--- src/sv/rgb_sharpen_filter_3x3_macros.svh ---
// ----------------------------------------------------------------------------
// rgb_sharpen_filter_3x3 assertion macros
// Concurrent assertion wrappers clocked on clk_i; compiled out with
// NO_ASSERTIONS.
// ----------------------------------------------------------------------------
`ifndef RGB_SHARPEN_FILTER_3X3_MACROS_SVH
`define RGB_SHARPEN_FILTER_3X3_MACROS_SVH

`ifndef NO_ASSERTIONS

// checked outside reset only
`define RSF_ASSERT(name, prop, msg) \
  name: assert property (@(posedge clk_i) disable iff (!rst_ni) prop) \
    else $error(msg);

// checked at every edge, reset included
`define RSF_ASSERT_RST(name, prop, msg) \
  name: assert property (@(posedge clk_i) prop) \
    else $error(msg);

`else

`define RSF_ASSERT(name, prop, msg)
`define RSF_ASSERT_RST(name, prop, msg)

`endif

`endif

--- src/sv/rsf_pkg.sv ---
// ----------------------------------------------------------------------------
// rsf_pkg
// Word types and constants of the RGB 3x3 sharpening filter.
// ----------------------------------------------------------------------------
`default_nettype none

package rsf_pkg;

  localparam logic [7:0] AmountReset = 8'd16;

  typedef struct packed {
    logic [7:0] top_red;
    logic [7:0] top_green;
    logic [7:0] top_blue;
    logic [7:0] mid_red;
    logic [7:0] mid_green;
    logic [7:0] mid_blue;
    logic [7:0] bot_red;
    logic [7:0] bot_green;
    logic [7:0] bot_blue;
    logic       row_end;
  } pix_in_t;

  typedef struct packed {
    logic [7:0] out_red;
    logic [7:0] out_green;
    logic [7:0] out_blue;
    logic       out_row_end;
  } pix_out_t;

  typedef struct packed {
    logic [7:0] red;
    logic [7:0] green;
    logic [7:0] blue;
  } rgb_t;

  // one column of the window: rows above, current, below
  typedef struct packed {
    rgb_t top;
    rgb_t mid;
    rgb_t bot;
  } col_t;

endpackage

`default_nettype wire

--- src/sv/rsf_in_if.sv ---
// ----------------------------------------------------------------------------
// rsf_in_if
// Pixel column channel: valid/ready handshake with a pix_in_t word.
// ----------------------------------------------------------------------------
`default_nettype none

interface rsf_in_if;
  import rsf_pkg::*;

  logic    valid;
  logic    ready;
  pix_in_t data;

  modport source (output valid, output data, input ready);
  modport sink   (input valid, input data, output ready);
endinterface

`default_nettype wire

--- src/sv/rsf_out_if.sv ---
// ----------------------------------------------------------------------------
// rsf_out_if
// Filtered pixel channel: valid/ready handshake with a pix_out_t word.
// ----------------------------------------------------------------------------
`default_nettype none

interface rsf_out_if;
  import rsf_pkg::*;

  logic     valid;
  logic     ready;
  pix_out_t data;

  modport source (output valid, output data, input ready);
  modport sink   (input valid, input data, output ready);
endinterface

`default_nettype wire

--- src/sv/rsf_cfg_if.sv ---
// ----------------------------------------------------------------------------
// rsf_cfg_if
// Configuration write channel carrying the sharpening amount.
// ----------------------------------------------------------------------------
`default_nettype none

interface rsf_cfg_if;
  logic       valid;
  logic       ready;
  logic [7:0] data;

  modport source (output valid, output data, input ready);
  modport sink   (input valid, input data, output ready);
endinterface

`default_nettype wire

--- src/sv/rgb_sharpen_filter_3x3.sv ---
// ----------------------------------------------------------------------------
// rgb_sharpen_filter_3x3
// 3x3 sharpening filter over an RGB888 column stream with border replication.
// ----------------------------------------------------------------------------
// Takes one pixel column (above/current/below) per word, left to right, and
// returns one sharpened pixel per column of the row: kernel corners -a, edges
// -2a, center 16+12a with a = amount, result /16 clamped to 0..255, edge
// columns replicated at both borders. The first column of a row gives no word
// unless it ends the row; each later column gives the pixel before it, and the
// row_end column also gives its own pixel with out_row_end set. A column is
// accepted every cycle unless the output stalls; a row_end column after other
// columns of its row holds the filter stage for both its words, since the
// single per-channel multiplier path produces one pixel per cycle, so the input
// also stalls on such rows. amount resets to 16 and is written through cfg_i;
// the user must write it only while the block is idle; it is not enforced.
`default_nettype none
`include "rgb_sharpen_filter_3x3_macros.svh"

module rgb_sharpen_filter_3x3 (
  input  logic   clk_i,
  input  logic   rst_ni,
  rsf_in_if.sink   pix_i,
  rsf_out_if.source pix_o,
  rsf_cfg_if.sink  cfg_i
);
  import rsf_pkg::*;

  logic [7:0] amount_q;

  // window: two previous columns of the current row
  col_t       older_q, newer_q;
  logic [1:0] held_q;

  // filter stage input register
  logic       s1_vld_q;
  logic       s1_ph_q;   // second word of a row_end column
  logic       s1_two_q;  // column gives two words
  logic       s1_end0_q; // first word closes the row (single-column row)
  col_t       s1_l_q, s1_c_q, s1_r_q;

  // output register
  logic       out_vld_q;
  pix_out_t   out_q;

  logic       in_acc, s1_load, s1_move, s1_done;
  col_t       cur;
  col_t       sel_l, sel_c, sel_r;
  logic       sel_end;
  pix_out_t   res;

  function automatic logic [9:0] sum4(logic [7:0] a, logic [7:0] b,
                                      logic [7:0] c, logic [7:0] d);
    sum4 = ({2'b0, a} + {2'b0, b}) + ({2'b0, c} + {2'b0, d});
  endfunction

  function automatic logic [7:0] sharpen(logic [7:0] ctr, logic [9:0] corners,
                                         logic [9:0] edges, logic [7:0] amt);
    logic        [12:0] c12;
    logic        [12:0] neg;
    logic signed [12:0] inner;
    logic signed [21:0] prod;
    logic signed [21:0] sum;
    c12   = {2'b0, ctr, 3'b0} + {3'b0, ctr, 2'b0};
    neg   = {3'b0, corners} + {2'b0, edges, 1'b0};
    inner = $signed(c12) - $signed(neg);
    prod  = inner * $signed({1'b0, amt});
    sum   = prod + $signed({10'b0, ctr, 4'b0});
    // any negative sum truncates to a value <= 0 and clamps to zero
    if (sum[21]) begin
      sharpen = 8'd0;
    end else if (|sum[20:12]) begin
      sharpen = 8'd255;
    end else begin
      sharpen = sum[11:4];
    end
  endfunction

  assign cur.top = '{red: pix_i.data.top_red, green: pix_i.data.top_green,
                     blue: pix_i.data.top_blue};
  assign cur.mid = '{red: pix_i.data.mid_red, green: pix_i.data.mid_green,
                     blue: pix_i.data.mid_blue};
  assign cur.bot = '{red: pix_i.data.bot_red, green: pix_i.data.bot_green,
                     blue: pix_i.data.bot_blue};

  assign s1_move     = s1_vld_q && (!out_vld_q || pix_o.ready);
  assign s1_done     = s1_move && (!s1_two_q || s1_ph_q);
  assign pix_i.ready = !s1_vld_q || s1_done;
  assign in_acc      = pix_i.valid && pix_i.ready;
  assign s1_load     = in_acc && ((held_q != 2'd0) || pix_i.data.row_end);

  assign cfg_i.ready = 1'b1;

  always_ff @(posedge clk_i or negedge rst_ni) begin
    if (!rst_ni) begin
      amount_q <= AmountReset;
    end else if (cfg_i.valid && cfg_i.ready) begin
      amount_q <= cfg_i.data;
    end
  end

  always_ff @(posedge clk_i or negedge rst_ni) begin
    if (!rst_ni) begin
      older_q <= '0;
      newer_q <= '0;
      held_q  <= 2'd0;
    end else if (in_acc) begin
      if (held_q == 2'd0) begin
        if (!pix_i.data.row_end) begin
          newer_q <= cur;
          held_q  <= 2'd1;
        end
      end else if (pix_i.data.row_end) begin
        held_q <= 2'd0;
      end else begin
        older_q <= newer_q;
        newer_q <= cur;
        held_q  <= 2'd2;
      end
    end
  end

  always_ff @(posedge clk_i or negedge rst_ni) begin
    if (!rst_ni) begin
      s1_vld_q <= 1'b0;
      s1_ph_q  <= 1'b0;
    end else if (s1_load) begin
      s1_vld_q <= 1'b1;
      s1_ph_q  <= 1'b0;
    end else if (s1_done) begin
      s1_vld_q <= 1'b0;
      s1_ph_q  <= 1'b0;
    end else if (s1_move) begin
      s1_ph_q <= 1'b1;
    end
  end

  always_ff @(posedge clk_i) begin
    if (s1_load) begin
      s1_two_q  <= (held_q != 2'd0) && pix_i.data.row_end;
      s1_end0_q <= held_q == 2'd0;
      s1_l_q    <= (held_q == 2'd0) ? cur : ((held_q == 2'd1) ? newer_q : older_q);
      s1_c_q    <= (held_q == 2'd0) ? cur : newer_q;
      s1_r_q    <= cur;
    end
  end

  // second word of a row_end column: newer column left, current as center
  // and replicated right border
  always_comb begin
    if (s1_ph_q) begin
      sel_l   = s1_c_q;
      sel_c   = s1_r_q;
      sel_r   = s1_r_q;
      sel_end = 1'b1;
    end else begin
      sel_l   = s1_l_q;
      sel_c   = s1_c_q;
      sel_r   = s1_r_q;
      sel_end = s1_end0_q;
    end
    res.out_red = sharpen(sel_c.mid.red,
        sum4(sel_l.top.red, sel_r.top.red, sel_l.bot.red, sel_r.bot.red),
        sum4(sel_c.top.red, sel_c.bot.red, sel_l.mid.red, sel_r.mid.red),
        amount_q);
    res.out_green = sharpen(sel_c.mid.green,
        sum4(sel_l.top.green, sel_r.top.green, sel_l.bot.green, sel_r.bot.green),
        sum4(sel_c.top.green, sel_c.bot.green, sel_l.mid.green, sel_r.mid.green),
        amount_q);
    res.out_blue = sharpen(sel_c.mid.blue,
        sum4(sel_l.top.blue, sel_r.top.blue, sel_l.bot.blue, sel_r.bot.blue),
        sum4(sel_c.top.blue, sel_c.bot.blue, sel_l.mid.blue, sel_r.mid.blue),
        amount_q);
    res.out_row_end = sel_end;
  end

  always_ff @(posedge clk_i or negedge rst_ni) begin
    if (!rst_ni) begin
      out_vld_q <= 1'b0;
    end else if (s1_move) begin
      out_vld_q <= 1'b1;
    end else if (pix_o.ready) begin
      out_vld_q <= 1'b0;
    end
  end

  always_ff @(posedge clk_i) begin
    if (s1_move) begin
      out_q <= res;
    end
  end

  assign pix_o.valid = out_vld_q;
  assign pix_o.data  = out_q;

  `RSF_ASSERT(a_phase_two, s1_vld_q && s1_ph_q |-> s1_two_q, "second word without row end")
  `RSF_ASSERT(a_row_end_clr, in_acc && pix_i.data.row_end |=> held_q == 2'd0, "row end kept columns")
  `RSF_ASSERT(a_stall_busy, !pix_i.ready |-> s1_vld_q, "input stalled with empty filter stage")
  `RSF_ASSERT(a_out_src, $rose(pix_o.valid) |-> $past(s1_vld_q), "output word without source")
  `RSF_ASSERT_RST(a_rst_quiet, !rst_ni |=> !pix_o.valid && pix_i.ready, "not quiet in reset")

endmodule

`default_nettype wire

--- src/flat_wrapper.sv ---
// flat-port wrapper written by rule: the top's interface ports become plain ports
module rgb_sharpen_filter_3x3_flat import rsf_pkg::*;
  (clk_i, rst_ni, pix_i_valid, pix_i_data, pix_i_ready, pix_o_valid, pix_o_data, pix_o_ready, cfg_i_valid, cfg_i_data, cfg_i_ready);
  rsf_in_if pix_i_i ();
  rsf_out_if pix_o_i ();
  rsf_cfg_if cfg_i_i ();
  input  logic clk_i;
  input  logic rst_ni;
  input wire logic [$bits(pix_i_i.valid)-1:0] pix_i_valid;
  input wire logic [$bits(pix_i_i.data)-1:0] pix_i_data;
  output wire logic [$bits(pix_i_i.ready)-1:0] pix_i_ready;
  output wire logic [$bits(pix_o_i.valid)-1:0] pix_o_valid;
  output wire logic [$bits(pix_o_i.data)-1:0] pix_o_data;
  input wire logic [$bits(pix_o_i.ready)-1:0] pix_o_ready;
  input wire logic [$bits(cfg_i_i.valid)-1:0] cfg_i_valid;
  input wire logic [$bits(cfg_i_i.data)-1:0] cfg_i_data;
  output wire logic [$bits(cfg_i_i.ready)-1:0] cfg_i_ready;
  assign pix_i_i.valid = pix_i_valid;
  assign pix_i_i.data = pix_i_data;
  assign pix_i_ready = pix_i_i.ready;
  assign pix_o_valid = pix_o_i.valid;
  assign pix_o_data = pix_o_i.data;
  assign pix_o_i.ready = pix_o_ready;
  assign cfg_i_i.valid = cfg_i_valid;
  assign cfg_i_i.data = cfg_i_data;
  assign cfg_i_ready = cfg_i_i.ready;
  rgb_sharpen_filter_3x3 u_core (.clk_i(clk_i), .rst_ni(rst_ni), .pix_i(pix_i_i), .pix_o(pix_o_i), .cfg_i(cfg_i_i));
endmodule
--- config.mk ---
export PLATFORM = sky130hd
export DESIGN_NAME = rgb_sharpen_filter_3x3_flat
export DESIGN_NICKNAME = d
export VERILOG_FILES = /design/src/sv/rsf_pkg.sv /design/src/sv/rsf_in_if.sv /design/src/sv/rsf_out_if.sv /design/src/sv/rsf_cfg_if.sv /design/src/sv/rgb_sharpen_filter_3x3.sv /design/src/flat_wrapper.sv
export VERILOG_INCLUDE_DIRS = /design/src /design/src/sv
export SDC_FILE = /design/constraint.sdc
export NUM_CORES = 2
export LEC_CHECK = 0
export ABC_AREA = 1
export CORE_ASPECT_RATIO = 1.5
export CORE_MARGIN = 10
export CORE_UTILIZATION = 50
export DETAILED_ROUTE_END_ITERATION = 12
export DONT_BUFFER_PORTS = 1
export GPL_TIMING_DRIVEN = 0
export PLACE_DENSITY = 0.78
export SLEW_MARGIN = 20
export SYNTH_ARGS = -nofsm -noshare
export SYNTH_HDL_FRONTEND = slang
export SYNTH_SLANG_ARGS = --single-unit
export TNS_END_PERCENT = 5
--- constraint.sdc ---
create_clock -name clk_i -period 13.4 [get_ports clk_i]
set_clock_uncertainty 0.05 [all_clocks]
set_input_delay 2.68 -clock clk_i [delete_from_list [all_inputs] [get_ports clk_i]]
set_output_delay 2.68 -clock clk_i [all_outputs]
set_load 0.01 [all_outputs]
==> flow_summary.json <==
{
  "worst_ep_arrival_time_ns": 12.33,
  "cp_slowest_cell": "sky130_fd_sc_hd__a21oi_1",
  "count_of_vias_placed_by_the_detailed_router": 29728,
  "rr_worst_depth": 56,
  "final_layout_size_suffix_gt1_share_pct": 3.70,
  "synth-warning-count": 0,
  "final.min_clock_period_ns": 12.05,
  "hold_path_class": "flip-flop to flip-flop",
  "initial_core_util_pct": 50.3,
  "grt_start_max_net_pins": 158,
  "critical_path.reg2reg.endpoint": "u_core.pix_o.data[18]",
  "rsz_0062_raised_after_global_routing": "no",
  "cts_setup_buffers": 0,
  "cts.repair.resized": 0,
  "routedWlPerCell_um": 17.9,
  "holdPathStages": 2,
  "most_common_cell_after_layout_fill_and_taps_aside": "sky130_fd_sc_hd__nand2_1",
  "yosys_register_bits": 400,
  "number_of_enable_type_register_cells_in_the_synthesized_netlist": 243,
  "first_pass_iters": 9,
  "clock_sink_count": 400,
  "cap_viol_max_count": 0,
  "clock_pin_slew_on_the_worst_setup_and_hold_paths_ns": 0.07,
  "worst_path_largest_cell_delay_ns": 0.65,
  "die_width_um": 244,
  "via_per_inst": 5.23,
  "timing.reg2reg.setup_slack_ns": 1.35,
  "slew_viol_final": 0,
  "final.setup.tns_ns": 0,
  "top_level_ports": 114,
  "worstSetupPathType": "flip-flop to flip-flop",
  "cts_tree": "yes",
  "remaining_max_slew_budget_at_the_tightest_pin_pct": 18.8,
  "timing.critical_path.max_delay_family": "adder cells",
  "core_mm2": 0.0749,
  "postLayoutSetupSlackWorst_ns": 1.35,
  "postSynth.topFlopCell": "sky130_fd_sc_hd__edfxtp_1",
  "worstPathMaxFanout": 10,
  "placer_congestion_estimate": 0.969,
  "grt_antenna_before_repair": 3,
  "mostFrequentLayoutCells": "1346 x sky130_fd_sc_hd__nand2_1, 925 x sky130_fd_sc_hd__inv_1, 342 x sky130_fd_sc_hd__fa_1, 342 x sky130_fd_sc_hd__ha_1, 277 x sky130_fd_sc_hd__o21ai_0",
  "drc": 0,
  "status": "finished clean",
  "final_nets": 5424,
  "number_of_distinct_library_cells_after_synthesis": 52,
  "globalRoute.totalOverflow": 0,
  "seq_cell_area_mm2": 0.0112,
  "avgSynthCellArea_um2": 8.20,
  "cts_htree_levels": 2,
  "place_hpwl_mm": 83.2,
  "drt-initial-drc-count": 2200,
  "holdBufCountCts": 0,
  "post-place-cells": 5613,
  "number_of_global_route_vias_before_repair": 30651,
  "timing_worst_slew_pin_value_ns": 1.22,
  "seq_area_frac_synth_pct": 29.8,
  "cp.depth": 56,
  "cp.buffers_inverters": 13,
  "fill_cells": 6820,
  "postRouteAntennaNets": 0,
  "setup.worst_path.end": "u_core.pix_o.data[18]",
  "syn-num-nets": 5373,
  "synth_async_sr_flop_share_pct": 39.3,
  "placement_rows": 123,
  "post-place-ws_ns": 1.34,
  "area_growth_syn_to_layout_pct": 7.38,
  "wl_mm": 102,
  "buffer_depth_of_the_longest_clock_path": 3,
  "post_synth_inst_count": 4603,
  "achievable-frequency_ghz": 0.0830,
  "first_pass_grt_wire_length_mm": 161,
  "multiInputGateArea_mm2": 0.0225,
  "floorplan.die.height_um": 356,
  "share_of_the_core_filled_with_cells_in_the_final_layout_pct": 54.1,
  "critPathMostFrequentCell": "sky130_fd_sc_hd__nand2_1",
  "clock_latency_ns": 0.60,
  "timing.critical_path.required_ns": 13.68,
  "r2r-start": "u_core.s1_ph_q",
  "die_area_mm2": 0.0871,
  "finalNonFillerCells": 5686,
  "post_synth_instance_area_mm2": 0.0377,
  "clock-root-buffer": "sky130_fd_sc_hd__clkbuf_16",
  "timing_hold_violations_final": 0,
  "setup_violations": 0,
  "worst_setup_path_end_kind": "flip-flop",
  "layout_worst_path_cycle_share_pct": 90.0,
  "grt_util_all_layers_pct": 23.6,
  "cts_made_buffers": 39,
  "worstSetupStartpoint": "u_core.s1_ph_q",
  "kind_of_start_point_of_the_critical_path": "flip-flop",
  "portBuffers": 0
}
## kinds of logic (layout without fill, tap and decap cells)
family | count (synthesis) | in the layout | synth area share (%)
AO/OA/AOI/OAI | 511 | 511 | 7.12
XOR/XNOR | 147 | 147 | 3.47
adder cells (fa/ha/maj) | 684 | 684 | 29.5
buffers and inverters | 1062 | 1141 | 10.8
flip-flops | 400 | 400 | 29.8
multiplexers | 3 | 3 | 0.0796
other | 1 | 5 | 0.00994
AND/OR/NAND/NOR | 1795 | 1795 | 19.3
## stage by stage
stage / hold slack, ns / cell area [um2]
4_1_cts: 0.441 / 40500
3_5_place_dp: 0.425 / 39300
3_3_place_gp: 0.417 / 39000
2_1_floorplan: 0.403 / 37700
5_1_grt: 0.452 / 40500
6_report: 0.438 / 40500
## per-layer routing
layer  GRT usage, %  up-vias  wire [um]
li1               -    14327          -
met1           24.3    14171      35600
met2           43.3      903      52300
met3           4.02      325       6090
met4           15.8        2       7790
met5              0        -         20
## synthesized netlist by cell type (all sizes together) (24+ instances only)
master	number	area share [%]
a21oi	148	2.0
clkbuf	109	1.1
dfrtp	156	10
edfxtp	243	19
fa	342	18
ha	342	11
inv	932	9.3
nand2	1350	13
nand3	181	2.4
nand4	24	0.40
nor2	171	1.8
o21ai	331	4.5
or2	49	0.81
xnor2	81	1.9
xor2	66	1.6
## flip-flops by register name (all words and copies together), names as in the netlist
signal	cells
u_core.newer_q	72
u_core.older_q	72
u_core.s1_c_q	72
u_core.s1_l_q	72
u_core.s1_r_q	72
u_core.pix_o.data	25
u_core.amount_q	8
u_core.held_q	2
u_core.pix_o.valid	1
u_core.s1_end0_q	1
u_core.s1_ph_q	1
u_core.s1_two_q	1
u_core.s1_vld_q	1
## cell type report
class	count	area share (%)
clock inverter	21	0.488
timing repair buffer	10	0.649
clock buffer	48	2.59
antenna	4	0.0247
buffer	129	1.38
inverter	933	8.64
sequential	400	27.7
tap	1000	3.09
multi-input combinational	3141	55.4
## worst register-to-register path: cells and delay by family, from the launching register on
kind	cells	cell delay [ns]
compound gates	6	1.44
xor+xnor	1	0.18
fa+ha+maj	12	4.88
buf+inv	13	2.31
flops	1	0.50
simple gates	24	2.44
## worst min-delay path by stage
stage                         endpoint               start
detailed placement  u_core.older_q[47]  u_core.older_q[47]
global placement    u_core.older_q[71]  u_core.older_q[71]
CTS                 u_core.older_q[47]  u_core.older_q[47]
finish              u_core.older_q[64]  u_core.older_q[64]
global route        u_core.older_q[36]  u_core.older_q[36]
floorplan           u_core.older_q[15]  u_core.older_q[15]
Power is not shown: default switching activity piles up to over one toggle a cycle in this logic, so the estimate is an artifact.
